`src/rtl/mspp_pkg.sv`:
```
// ----------------------------------------------------------------------------
// mspp_pkg: shared types and constants
// Stage register layouts, instruction codes and the beat layouts of the
// five-stage pipeline unit.
// ----------------------------------------------------------------------------
`default_nettype none

package mspp_pkg;

    localparam int DMEM_BYTES_DEF = 1024;
    localparam int LANES          = 4;

    localparam int IN_TDATA_W  = 56;
    localparam int OUT_TDATA_W = 96;

    // action selector
    localparam logic [1:0] ACT_ADVANCE = 2'd0;
    localparam logic [1:0] ACT_WRITE   = 2'd1;
    localparam logic [1:0] ACT_READ    = 2'd2;

    // opcodes and function field
    localparam logic [5:0] OP_RTYPE   = 6'd0;
    localparam logic [5:0] OP_BEQ     = 6'd4;
    localparam logic [5:0] OP_LW      = 6'd35;
    localparam logic [5:0] OP_SW      = 6'd43;
    localparam logic [5:0] FUNCT_SUBU = 6'd35;

    localparam logic [31:0] HALT_WORD = 32'hFFFF_FFFF;

    typedef logic [2:0] kind_t;

    localparam kind_t K_NONE  = 3'd0;
    localparam kind_t K_ADD   = 3'd1;
    localparam kind_t K_SUB   = 3'd2;
    localparam kind_t K_LOAD  = 3'd3;
    localparam kind_t K_STORE = 3'd4;

    typedef struct packed {
        logic        valid;
        logic [31:0] instr;
    } dec_t;

    typedef struct packed {
        logic        valid;
        logic [31:0] a;
        logic [31:0] b;
        logic [15:0] imm;
        logic [4:0]  dst;
        kind_t       kind;
    } exe_t;

    typedef struct packed {
        logic        valid;
        logic [31:0] res;
        logic [31:0] sdata;
        logic [4:0]  dst;
        kind_t       kind;
    } mem_t;

    typedef struct packed {
        logic        valid;
        logic [31:0] data;
        logic [4:0]  dst;
        logic        we;
    } wbk_t;

    typedef struct packed {
        logic [1:0]  action;
        logic [31:0] instr_word;
        logic [9:0]  mem_addr;
        logic [7:0]  mem_byte;
    } item_t;

    // first member is the top bit: packs with wb_valid at bit 0
    typedef struct packed {
        logic        drained;
        logic        fetch_stopped;
        logic [7:0]  read_byte;
        logic [31:0] store_word;
        logic [9:0]  store_addr;
        logic        store_valid;
        logic [31:0] wb_data;
        logic [4:0]  wb_reg;
        logic        wb_valid;
    } result_t;

    typedef struct packed {
        logic        en;
        logic [4:0]  addr;
        logic [31:0] data;
    } rf_wr_t;

endpackage

`default_nettype wire

```
`src/rtl/mspp_stages.sv`:
```
// ----------------------------------------------------------------------------
// mspp_stages: pipeline stage registers and per-beat step logic
// Holds the decode, execute, memory and write back registers and the halt
// flag, advances them on an advance beat and forms the result of each beat.
// Also presents the read addresses the next beat will need.
// ----------------------------------------------------------------------------
`default_nettype none

module mspp_stages #(
    parameter  int DMEM_BYTES = mspp_pkg::DMEM_BYTES_DEF,
    localparam int AW         = $clog2(DMEM_BYTES),
    localparam int RW         = AW - 2
)
(
    input  wire logic                                clk,
    input  wire logic                                rst_n,
    input  wire logic                                fire,
    input  wire mspp_pkg::item_t                     item,
    input  wire logic [31:0]                         rf_a,
    input  wire logic [31:0]                         rf_b,
    input  wire logic [mspp_pkg::LANES-1:0][7:0]     dm_byte,
    output mspp_pkg::rf_wr_t                         rf_wr,
    output logic      [4:0]                          rf_rd_a,
    output logic      [4:0]                          rf_rd_b,
    output logic      [mspp_pkg::LANES-1:0]          dm_we,
    output logic      [mspp_pkg::LANES-1:0][RW-1:0]  dm_wr_row,
    output logic      [mspp_pkg::LANES-1:0][7:0]     dm_wr_byte,
    output logic      [mspp_pkg::LANES-1:0][RW-1:0]  dm_ld_row,
    output mspp_pkg::result_t                        result
);
    import mspp_pkg::*;

    dec_t dec_reg, dec_next, nd;
    exe_t exe_reg, exe_next, ne;
    mem_t mem_reg, mem_next, nm;
    wbk_t wb_reg, wb_next, nw;
    logic halted_reg, halted_next, halted_adv;

    logic          adv;
    logic          byte_wr;
    logic          byte_rd;
    logic          wb_fire;
    logic          st_fire;
    logic [AW-1:0] m_addr;
    logic [1:0]    m_off;
    logic [RW-1:0] m_row;
    logic [AW-1:0] n_addr;
    logic [AW-1:0] b_addr;
    logic [31:0]   ld_word;
    logic [31:0]   se_imm;
    logic [5:0]    op;
    logic [4:0]    rs;
    logic [4:0]    rt;
    logic [4:0]    rd;
    logic [31:0]   rs_val;
    logic [31:0]   rt_val;

    assign adv     = fire && (item.action == ACT_ADVANCE);
    assign byte_wr = fire && (item.action == ACT_WRITE);
    assign byte_rd = fire && (item.action == ACT_READ);
    assign b_addr  = AW'(item.mem_addr);

    // write back
    assign wb_fire = wb_reg.valid && wb_reg.we && (wb_reg.dst != 5'd0);
    assign rf_wr   = '{en: adv && wb_fire, addr: wb_reg.dst, data: wb_reg.data};

    // memory
    assign m_addr  = mem_reg.res[AW-1:0];
    assign m_off   = m_addr[1:0];
    assign m_row   = m_addr[AW-1:2];
    assign st_fire = mem_reg.valid && (mem_reg.kind == K_STORE);

    // big-endian: the byte at the word address is the most significant
    always_comb
    begin
        for (int i = 0; i < LANES; i++)
        begin
            ld_word[8*(3-i) +: 8] = dm_byte[m_off + 2'(i)];
        end
    end

    always_comb
    begin
        nw = '0;
        if (mem_reg.valid)
        begin
            nw.valid = 1'b1;
            nw.dst   = mem_reg.dst;
            case (mem_reg.kind) inside
                K_LOAD:
                begin
                    nw.data = ld_word;
                    nw.we   = 1'b1;
                end
                K_ADD, K_SUB:
                begin
                    nw.data = mem_reg.res;
                    nw.we   = 1'b1;
                end
                default: ;
            endcase
        end
    end

    // execute
    assign se_imm = {{16{exe_reg.imm[15]}}, exe_reg.imm};

    always_comb
    begin
        nm = '0;
        if (exe_reg.valid)
        begin
            nm.valid = 1'b1;
            nm.dst   = exe_reg.dst;
            nm.kind  = exe_reg.kind;
            case (exe_reg.kind) inside
                K_LOAD, K_STORE:
                begin
                    nm.res   = exe_reg.a + se_imm;
                    nm.sdata = exe_reg.b;
                end
                K_ADD:   nm.res = exe_reg.a + exe_reg.b;
                K_SUB:   nm.res = exe_reg.a - exe_reg.b;
                default: ;
            endcase
        end
    end

    // decode: the write back of this beat lands before the register read
    assign op     = dec_reg.instr[31:26];
    assign rs     = dec_reg.instr[25:21];
    assign rt     = dec_reg.instr[20:16];
    assign rd     = dec_reg.instr[15:11];
    assign rs_val = (wb_fire && (wb_reg.dst == rs)) ? wb_reg.data : rf_a;
    assign rt_val = (wb_fire && (wb_reg.dst == rt)) ? wb_reg.data : rf_b;

    always_comb
    begin
        ne = '0;
        if (dec_reg.valid)
        begin
            ne.valid = 1'b1;
            ne.a     = rs_val;
            ne.b     = rt_val;
            ne.imm   = dec_reg.instr[15:0];
            unique case (op)
                OP_RTYPE:
                begin
                    ne.kind = (dec_reg.instr[5:0] == FUNCT_SUBU) ? K_SUB : K_ADD;
                    ne.dst  = rd;
                end
                OP_LW:
                begin
                    ne.kind = K_LOAD;
                    ne.dst  = rt;
                end
                OP_SW:   ne.kind = K_STORE;
                OP_BEQ:  ne.kind = K_NONE;
                default: ne.kind = K_NONE;
            endcase
        end
    end

    // fetch
    always_comb
    begin
        nd         = '0;
        halted_adv = halted_reg;
        if (!halted_reg)
        begin
            if (item.instr_word == HALT_WORD)
            begin
                halted_adv = 1'b1;
            end
            else
            begin
                nd.valid = 1'b1;
                nd.instr = item.instr_word;
            end
        end
    end

    always_comb
    begin
        if (adv)
        begin
            dec_next    = nd;
            exe_next    = ne;
            mem_next    = nm;
            wb_next     = nw;
            halted_next = halted_adv;
        end
        else
        begin
            dec_next    = dec_reg;
            exe_next    = exe_reg;
            mem_next    = mem_reg;
            wb_next     = wb_reg;
            halted_next = halted_reg;
        end
    end

    always_ff @(posedge clk or negedge rst_n)
    begin
        if (!rst_n)
        begin
            dec_reg    <= '0;
            exe_reg    <= '0;
            mem_reg    <= '0;
            wb_reg     <= '0;
            halted_reg <= 1'b0;
        end
        else
        begin
            dec_reg    <= dec_next;
            exe_reg    <= exe_next;
            mem_reg    <= mem_next;
            wb_reg     <= wb_next;
            halted_reg <= halted_next;
        end
    end

    // addresses for the reads issued alongside the next accepted beat
    assign rf_rd_a = dec_next.instr[25:21];
    assign rf_rd_b = dec_next.instr[20:16];
    assign n_addr  = mem_next.res[AW-1:0];

    always_comb
    begin
        for (int l = 0; l < LANES; l++)
        begin
            dm_ld_row[l] = n_addr[AW-1:2] + RW'(2'(l) < n_addr[1:0]);
        end
    end

    // memory writes: a preload byte, or the four bytes of a store
    always_comb
    begin
        logic [1:0] idx;
        for (int l = 0; l < LANES; l++)
        begin
            idx = 2'(l) - m_off;
            if (byte_wr)
            begin
                dm_we[l]      = (b_addr[1:0] == 2'(l));
                dm_wr_row[l]  = b_addr[AW-1:2];
                dm_wr_byte[l] = item.mem_byte;
            end
            else
            begin
                dm_we[l]      = adv && st_fire;
                dm_wr_row[l]  = m_row + RW'(2'(l) < m_off);
                dm_wr_byte[l] = mem_reg.sdata[8*(3-idx) +: 8];
            end
        end
    end

    always_comb
    begin
        result               = '0;
        result.fetch_stopped = halted_next;
        result.drained       = halted_next && !dec_next.valid && !exe_next.valid
                               && !mem_next.valid && !wb_next.valid;
        if (adv && wb_fire)
        begin
            result.wb_valid = 1'b1;
            result.wb_reg   = wb_reg.dst;
            result.wb_data  = wb_reg.data;
        end
        if (adv && st_fire)
        begin
            result.store_valid = 1'b1;
            result.store_addr  = 10'(m_addr);
            result.store_word  = mem_reg.sdata;
        end
        if (byte_rd)
        begin
            result.read_byte = dm_byte[b_addr[1:0]];
        end
    end

endmodule

`default_nettype wire

```
`config.mk`:
```
export PLATFORM = sky130hd
export DESIGN_NAME = mspp_stages
export DESIGN_NICKNAME = d
export VERILOG_FILES = /design/src/rtl/mspp_pkg.sv /design/src/rtl/mspp_stages.sv
export SDC_FILE = /design/constraint.sdc
export NUM_CORES = 1
export LEC_CHECK = 0
export BUFFER_PORTS_ARGS = -buffer_cell sky130_fd_sc_hd__buf_2
export CAP_MARGIN = 5
export CORE_UTILIZATION = 35
export CTS_CLUSTER_DIAMETER = 120
export DETAILED_ROUTE_END_ITERATION = 10
export GPL_ROUTABILITY_DRIVEN = 0
export PLACE_DENSITY = 0.63
export SYNTH_ARGS = -nofsm -noshare
export SYNTH_HDL_FRONTEND = slang
export SYNTH_SLANG_ARGS = --single-unit
```
`constraint.sdc`:
```
create_clock -name clk -period 4.6 [get_ports clk]
set_clock_uncertainty 0.05 [all_clocks]
set_input_delay 0.46 -clock clk [delete_from_list [all_inputs] [get_ports clk]]
set_output_delay 0.46 -clock clk [all_outputs]
set_load 0.05 [all_outputs]
```
==> results list, run 1 <==
- Outcome: completed
* Unrepaired setup endpoints after global routing: false
- Number of maximum-capacitance constraint violations: 0
- Share of async-settable or async-resettable flops after synthesis: 100%
- The sequential cells in the finished layout cover a total of between 5000 and 6000 µm².
* Final Cycle Share: a little over nine tenths
- TritonCTS clock tree: yes
- The via count of the first global-routing pass was roughly 18000.
* Nets: 2815
- X dimension of the die: ~240 µm
* Ratio of cells with drive above 1 in the final layout: 23.6%
- Summing all multi-input logic gate instances after layout gives approximately 12000 µm².
* Die outline height: roughly 240 µm
- In the post-synthesis netlist, the biggest area contributors are sky130_fd_sc_hd__dfrtp_1, sky130_fd_sc_hd__nand2_1, sky130_fd_sc_hd__ha_1.
- In the final timing run, aggregate negative setup slack is 0 ns.
* Number of placed I/O pins: roughly 400
* Global-route wire length before repair: around 110000 µm
* Die Outline Area: between 50000 and 60000 µm²
- Classification of the worst-slack hold path: input pin to flip-flop
* Number of distinct library cells after synthesis: 84
- Counting both buffers and inverters, the worst setup path holds a total of 3.
* Minimum clock period: approximately 4.4 ns
* Leading register cell type out of synthesis: sky130_fd_sc_hd__dfrtp_1
- Across every metal layer, demand over resource in global routing totals between 20% and 30%.
- The count of nets left with antenna violations once routing finished came out at 0.
- Clock Sink Count: approximately 240
- For the pin with the worst max-slew slack, the measured transition is 1.07 ns.
- The worst setup path is captured at an output pin.
- Data arrival time of the critical path: ~3.9 ns
- Nature of the critical path startpoint: flip-flop
- Setup-violating endpoint count in the final report: 0
- Number of fill cells: between 5000 and 6000
* Number of optimization iterations in the first detailed-route pass: 7
- The register with the most flip-flops in the layout has approximately 90 of them.
- Number of rows created at floorplan: between 80 and 90
- Pin count of the biggest net entering global routing: slightly above 90
- Top-count cell post-synth: sky130_fd_sc_hd__nand2_1
- The largest total area in the synthesized netlist belongs to sky130_fd_sc_hd__dfrtp_1.
- Port buffering added between 300 and 400 buffers.
- Yosys printed 0 warnings.
* Leakage power figure: 0.0111 µW
* Number of instances in the synthesized netlist: around 2300
* Max rail drop VDD: between 0.3 and 0.4 mV
- Drt first-iter violations: roughly 2400
- Total overflow reported by the global router: 0
- Post-CTS clock slew at the launch and capture registers of the worst setup and hold paths: around 0.06 ns
- At the worst endpoint, the required time is roughly 4.1 ns.
* Number of flops mapped to enable cells by yosys: 0
- Total half-perimeter wirelength after legalization and detailed placement: just under 60000 µm
- For this run, the register share of the synthesized area comes to between 30% and 40%.
- Layout Area Growth over Synthesis: 17.2%
- Traced cell by cell, the critical path runs through inv_1 -> ha_1 -> fa_1 -> nor2b_1 -> o21ai_0 -> and3_1 -> mux4_2 -> o21ai_1 -> buf_4 -> and2_1 -> nand2_1 -> nor2_1 -> xnor2_1 -> buf_2.
* Count of endpoints failing hold in the final timing report: 0
- Wirelength, routed: approximately 77000 µm
- The top cell type by area accounts for a little under a third of the synthesized area.
- Post-DR wirelength/cell: roughly 23 µm
- Leading cell types by count after synthesis: sky130_fd_sc_hd__nand2_1, sky130_fd_sc_hd__dfrtp_1, sky130_fd_sc_hd__o21ai_0
* Cell family with most CP delay: simple AND/OR/NAND/NOR gates
- Number of synthesized register bits: ~240
- Slowest cell on the critical path: sky130_fd_sc_hd__mux4_2
* Number of buffers created by CTS: 29
- A synthesized cell averages 8.49 µm².
- Clock latency at the later pin of the worst-skew pair: ~0.60 ns
- Number of buffers between clock root and the deepest sink: 3
- After floorplanning, the core was sized to cover approximately 55000 µm².
- Post-synth design cell area: 19500 µm²
- FMAX: 228 MHz
* Number of antenna violations at the first check in global routing: 6
- The largest single stage delay on the critical path is approximately 0.49 ns.
* Total DRC errors in the routed layout: 0
* Max_slew headroom: approximately 28%
- Across all hold checks on the routed design, the worst slack comes to around 0.072 ns.
* Clk root buf: sky130_fd_sc_hd__clkbuf_16
- Setup Crit Path Kind: flip-flop to output pin
* CTS HTree Levels: 1
* Starting density of the core: between 30% and 40%
- Cell Pwr Density: 357 nW/µm²
* CP Max Fanout: 10
- Via Count: 19600
- Final-report max-slew violation count: 0
- Dividing the detail-routed via count by the number of cells gives approximately 6.
* Net count after synthesis: roughly 2600
## report_power, final
group / switching [µW] / internal (µW)
Clock: 987 / 1400
Combinational: 2080 / 1080
Sequential: 327 / 2280
Total: 3400 / 4760
## cell families (layout without fill, tap and decap cells)
logic type                 after synthesis  count (layout)  synth area share (%)
AOI/OAI and AO/OA                      637             637                  21.6
xor gates and xnor gates                80              80                  3.60
adders and majority gates              110             110                  7.18
buffers and inverters                  301             580                  6.99
DFF                                    235             235                  30.2
muxes                                  156             156                  11.8
other                                    0               5                     0
and+or+nand+nor                        777             777                  18.6
## stage by stage
step	utilization, %	total power (µW)	setup WS, ns	cell area (µm²)	std cells
CTS	41.3	8060	0.0333	22700	3321
detailed placement	39.5	5670	0.648	21800	3268
finish	41.4	8160	0.216	22800	3328
global route	41.4	8520	0.00380	22800	3327
floorplan	-	4740	0.0517	19500	2296
global placement	39.5	5630	0.716	21800	3268
## layout make-up
type / instances / share of cell area [%]
multi-input combinational: 1760 / 54.0
timing repair buffer: 435 / 10.2
antenna: 5 / 0.0548
sequential: 235 / 25.8
clock inverter: 16 / 0.833
tap: 748 / 4.10
clock buffer: 36 / 3.47
inverter: 93 / 1.53
## per-layer routing
layer | global-route usage [%] | part of all wire (%)
met2 | 42.0 | 45
met3 | 5.09 | 9.5
met5 | 0 | 0.034
met4 | 10.5 | 4.4
met1 | 34.4 | 41
## worst reg2reg max path: cells and delay by family (launching register included)
| family | cells | cell delay, ns |
|---|---|---|
| compound gates | 9 | 2.25 |
| fa+ha+maj | 2 | 0.59 |
| buf+inv | 2 | 0.29 |
| flops | 1 | 0.42 |
## layout by cell type (no fill, tap or decap), types with 11 or more instances in the layout
cell	instances
sky130_fd_sc_hd__buf_2	384
sky130_fd_sc_hd__nand2_1	364
sky130_fd_sc_hd__dfrtp_1	231
sky130_fd_sc_hd__o21ai_0	164
sky130_fd_sc_hd__a21oi_1	136
sky130_fd_sc_hd__nor2_1	110
sky130_fd_sc_hd__ha_1	106
sky130_fd_sc_hd__inv_1	91
sky130_fd_sc_hd__and2_1	85
sky130_fd_sc_hd__mux2i_1	79
sky130_fd_sc_hd__nand3_1	66
sky130_fd_sc_hd__mux4_2	57
sky130_fd_sc_hd__xnor2_1	56
sky130_fd_sc_hd__buf_4	46
sky130_fd_sc_hd__o22ai_1	38
sky130_fd_sc_hd__a22o_1	38
sky130_fd_sc_hd__a21o_1	33
sky130_fd_sc_hd__clkbuf_16	29
sky130_fd_sc_hd__nor3_1	27
sky130_fd_sc_hd__xor2_1	24
sky130_fd_sc_hd__a211oi_1	21
sky130_fd_sc_hd__nor2b_1	20
sky130_fd_sc_hd__a22oi_1	20
sky130_fd_sc_hd__o21bai_1	20
sky130_fd_sc_hd__mux2_2	20
sky130_fd_sc_hd__nand4_1	16
sky130_fd_sc_hd__o31ai_1	15
sky130_fd_sc_hd__a31oi_1	14
sky130_fd_sc_hd__o211ai_1	13
sky130_fd_sc_hd__or3_1	12
sky130_fd_sc_hd__nand2b_1	12
sky130_fd_sc_hd__o31a_1	11
sky130_fd_sc_hd__o221ai_1	11
sky130_fd_sc_hd__nor4_1	11
## timing repair
item                       CTS  global route
hold buffers                 1             0
gates resized for setup      0            17
setup endpoints to repair    0            11
buffers inserted             0             2
hold endpoints to repair    53             0
## final timing paths
| kind | start | to | slack [ns] | cells past startpoint |
|---|---|---|---|---|
| setup / recovery | exe_reg[56] | dm_ld_row[21] | 0.22 | 14 |
| hold / removal | item[49] | dec_reg[31] | 0.07 | 2 |
| setup reg to reg | exe_reg[24] | mem_reg[66] | 0.89 | 13 |
| hold reg to reg | exe_reg[18] | exe_reg[18] | 0.42 | 2 |
| max in group asynchronous | rst_n | m_addr[0] | 3.11 | 3 |
| min in group asynchronous | rst_n | dec_reg[23] | 0.35 | 2 |
(Power assumes the default switching activity.)
==> run 2, diff against run 1 <==
--- a/config.mk
+++ b/config.mk
@@ -11,7 +11,7 @@
 export CTS_CLUSTER_DIAMETER = 120
 export DETAILED_ROUTE_END_ITERATION = 10
 export GPL_ROUTABILITY_DRIVEN = 0
-export PLACE_DENSITY = 0.63
+export PLACE_DENSITY = 0.65
 export SYNTH_ARGS = -nofsm -noshare
 export SYNTH_HDL_FRONTEND = slang
 export SYNTH_SLANG_ARGS = --single-unit
==> constraint.sdc (replaced) <==
create_clock -name clk -period 3.7 [get_ports clk]
set_clock_uncertainty 0.05 [all_clocks]
set_input_delay 0.37 -clock clk [delete_from_list [all_inputs] [get_ports clk]]
set_output_delay 0.37 -clock clk [all_outputs]
set_load 0.05 [all_outputs]
==> run 2 against run 1 <==
The flow now finishes with violations (negative setup slack). Critical endpoint is now dm_ld_row[5]. Die area is the same. Total power increased by 31%. Register-to-register slack got worse by 0.91 ns. Count of clock-buffer cells in the layout increased by 3. Non-clock buffer count up 128. Via count is 3.7% higher. Largest cell class unchanged. Design area increased by 8.7%. Flip-flop and latch count unchanged. Setup slack got worse by 0.88 ns. Highest routed layer unchanged.
==> results list, run 2 (synthesis results as in run 1) <==
- Outcome: finished with violations
- Violated checks: negative setup slack
- The final critical path takes up 118% of the cycle.
- Entering global routing, the biggest net connects a little over 90 pins.
- Largest stage delay on the critical path: 0.48 ns
- Layout Area Growth over Synthesis: 27.3%
* Global-route wire length before repair: approximately 120000 µm
- Placed Cells incl. Taps: about 3300
- Post-DR wirelength/cell: 23.2 µm
- Setup repair after global routing could not meet its margin everywhere.
- Worst-margin pin slew: around 1.1 ns
* Cell area reported after detailed placement: 22500 µm²
* TritonCTS clock tree: yes
- Clock tree synthesis found a total of ~240 sinks.
* Setup Crit Path Kind: flip-flop to output pin
- The floorplan step set the die height to 238 µm.
- Along the worst path, the maximum fanout reaches 3.
* Number of fill cells: between 5000 and 6000
* Floorplan Core Area: around 55000 µm²
- The routed design could run at a clock period as short as roughly 4.4 ns.
- Number of optimization iterations in the first detailed-route pass: 9
* Least setup slack across all paths after layout: -0.662 ns
- Number of rows created at floorplan: 86
- The count of final hold-check violations came to 0.
- The floorplan step defined a die boundary enclosing approximately 57000 µm².
* Utilization of the core after routing: approximately 45%
- For this design the ratio of total power to cell area is about 430 nW/µm².
- Worst hold slack across all endpoints: around 0.024 ns
- Post-CTS clock slew at the launch and capture registers of the worst setup and hold paths: roughly 0.060 ns
* Number of antenna violations at the first check in global routing: 9
- Setup-violating endpoint count in the final report: 29
- For this design the static power due to leakage is around 0.012 µW.
- Number of buffers between clock root and the deepest sink: 3
- The later pin in the worst-skew pair is clocked with a latency of between 0.5 and 0.6 ns.
- Via Count: a little over 20000
- The worst pin sits at a relative slew slack of around 22%.
* Final-report max-slew violation count: 0
* Starting density of the core: a little over a third
* Slowest cell on the critical path: sky130_fd_sc_hd__mux4_2
- Finished Layout Cells: 3458
- Static timing analysis puts the maximum clock frequency at 229 MHz.
* Max rail drop VDD: between 0.3 and 0.4 mV
- The worst setup path is captured at an output pin.
- Total overflow reported by the global router: 0
- Vias/cell: 5.87
- Across the run, the number of max-cap violations was 0.
* Nets: 2942
- CTS HTree Levels: 1
* Antenna violation net count after detailed routing: 0
* Number of placed I/O pins: slightly below 400
* Number of port buffers: just under 400
* Total DRC errors in the routed layout: 0
- Summing all non-filler instances in the final layout gives an area of approximately 25000 µm².
* Leading cell types in the layout, fill and taps excluded: sky130_fd_sc_hd__buf_2, sky130_fd_sc_hd__nand2_1, sky130_fd_sc_hd__dfrtp_1
- Classification of the worst-slack hold path: input pin to flip-flop
- The routed design has 80400 µm of wire.
- Cells with a size suffix above 1 make up 29.8% of the layout.
- The die is around 240 µm wide.
* Data arrival time of the critical path: 3.94 ns
- CTS placed an instance of sky130_fd_sc_hd__clkbuf_16 at the clock tree root.
- Global routing used between 20% and 30% of the available tracks.
* Number of buffers created by CTS: 28
- Data required time of the critical path: 3.28 ns
* Nature of the critical path startpoint: flip-flop
- Vias in the first global route: about 19000
- Cell-by-cell listing of the critical path: ha_2 -> inv_2 -> fa_2 -> o21bai_1 -> a21oi_2 -> buf_4 -> and2_4 -> mux4_2 -> o21ai_2 -> and2_4 -> nand2_2 -> nor2_1 -> xnor2_1 -> buf_4
- Most common library cell in the layout ignoring fill and taps: sky130_fd_sc_hd__buf_2
- Largest register FFs: 89
- The first routing iteration left 2294 violations.
- Worst setup slack after placement: -0.114 ns
* Total half-perimeter wirelength after legalization and detailed placement: 59800 µm
run 2: per-layer routing:
layer  up-vias  wire, µm  global-route usage (%)  part of all wire (%)
li1       9042         -                       -                     -
met1      9659     32200                    35.4                    40
met2      1331     36000                    42.2                    45
met3       261      7930                    5.06                   9.9
met4         4      4200                    13.2                   5.2
met5         -        22                       0                 0.027
run 2: repair_timing:
item | in CTS | in global routing
hold endpoints to repair | 94 | 0
setup endpoints to repair | 27 | 33
hold buffers | 14 | 0
resized for setup | 126 | 86
setup buffers | 29 | 18
pin swaps | 29 | 46
gates cloned | 0 | 1
run 2: path summary, 6_finish.rpt:
path,slack (ns),cells after the start,endpoint,from
worst min register to register,0.42,2,mem_reg[5],mem_reg[5]
worst max-delay path,-0.66,14,dm_ld_row[5],exe_reg[56]
worst max register to register,-0.02,11,mem_reg[71],exe_reg[71]
max in group asynchronous,2.31,3,m_addr[0],rst_n
min in group asynchronous,0.35,2,exe_reg[85],rst_n
worst min-delay path,0.02,2,dec_reg[4],item[22]
run 2: layout make-up:
| class | count | area, µm² | share of cell area [%] |
|---|---|---|---|
| diodes | 7 | 17.5 | 0.0706 |
| clock buffers | 39 | 813 | 3.28 |
| clock inverters | 13 | 149 | 0.600 |
| inverters | 93 | 357 | 1.44 |
| multi-input cells | 1760 | 13000 | 52.4 |
| flip-flops and latches | 235 | 5890 | 23.7 |
| well taps | 748 | 936 | 3.77 |
| repair buffers | 563 | 3640 | 14.7 |
run 2: worst max-delay path: cells and delay by family, from the launching register on:
kind / cells / cell delay (ns)
compound gates: 3 / 0.66
simple gates: 4 / 0.66
fa+ha+maj: 2 / 0.61
mux: 1 / 0.48
buf+inv: 3 / 0.45
flops: 1 / 0.37
xor+xnor: 1 / 0.17
run 2: metrics by stage:
step | setup TNS (ns) | total power, µW
2_1_floorplan | -0.217 | 5920
3_3_place_gp | -0.0893 | 7110
3_5_place_dp | -0.372 | 7200
4_1_cts | -4.40 | 10400
5_1_grt | -13.42 | 11200
6_report | -11.04 | 10700
run 2: power breakdown:
| part | leakage, µW | switching (µW) | internal, µW | total, µW |
|---|---|---|---|---|
| sequential | 0.00314 | 348 | 2840 | 3190 |
| clock | 0.000474 | 1150 | 1740 | 2900 |
| combinational | 0.00845 | 2850 | 1770 | 4620 |
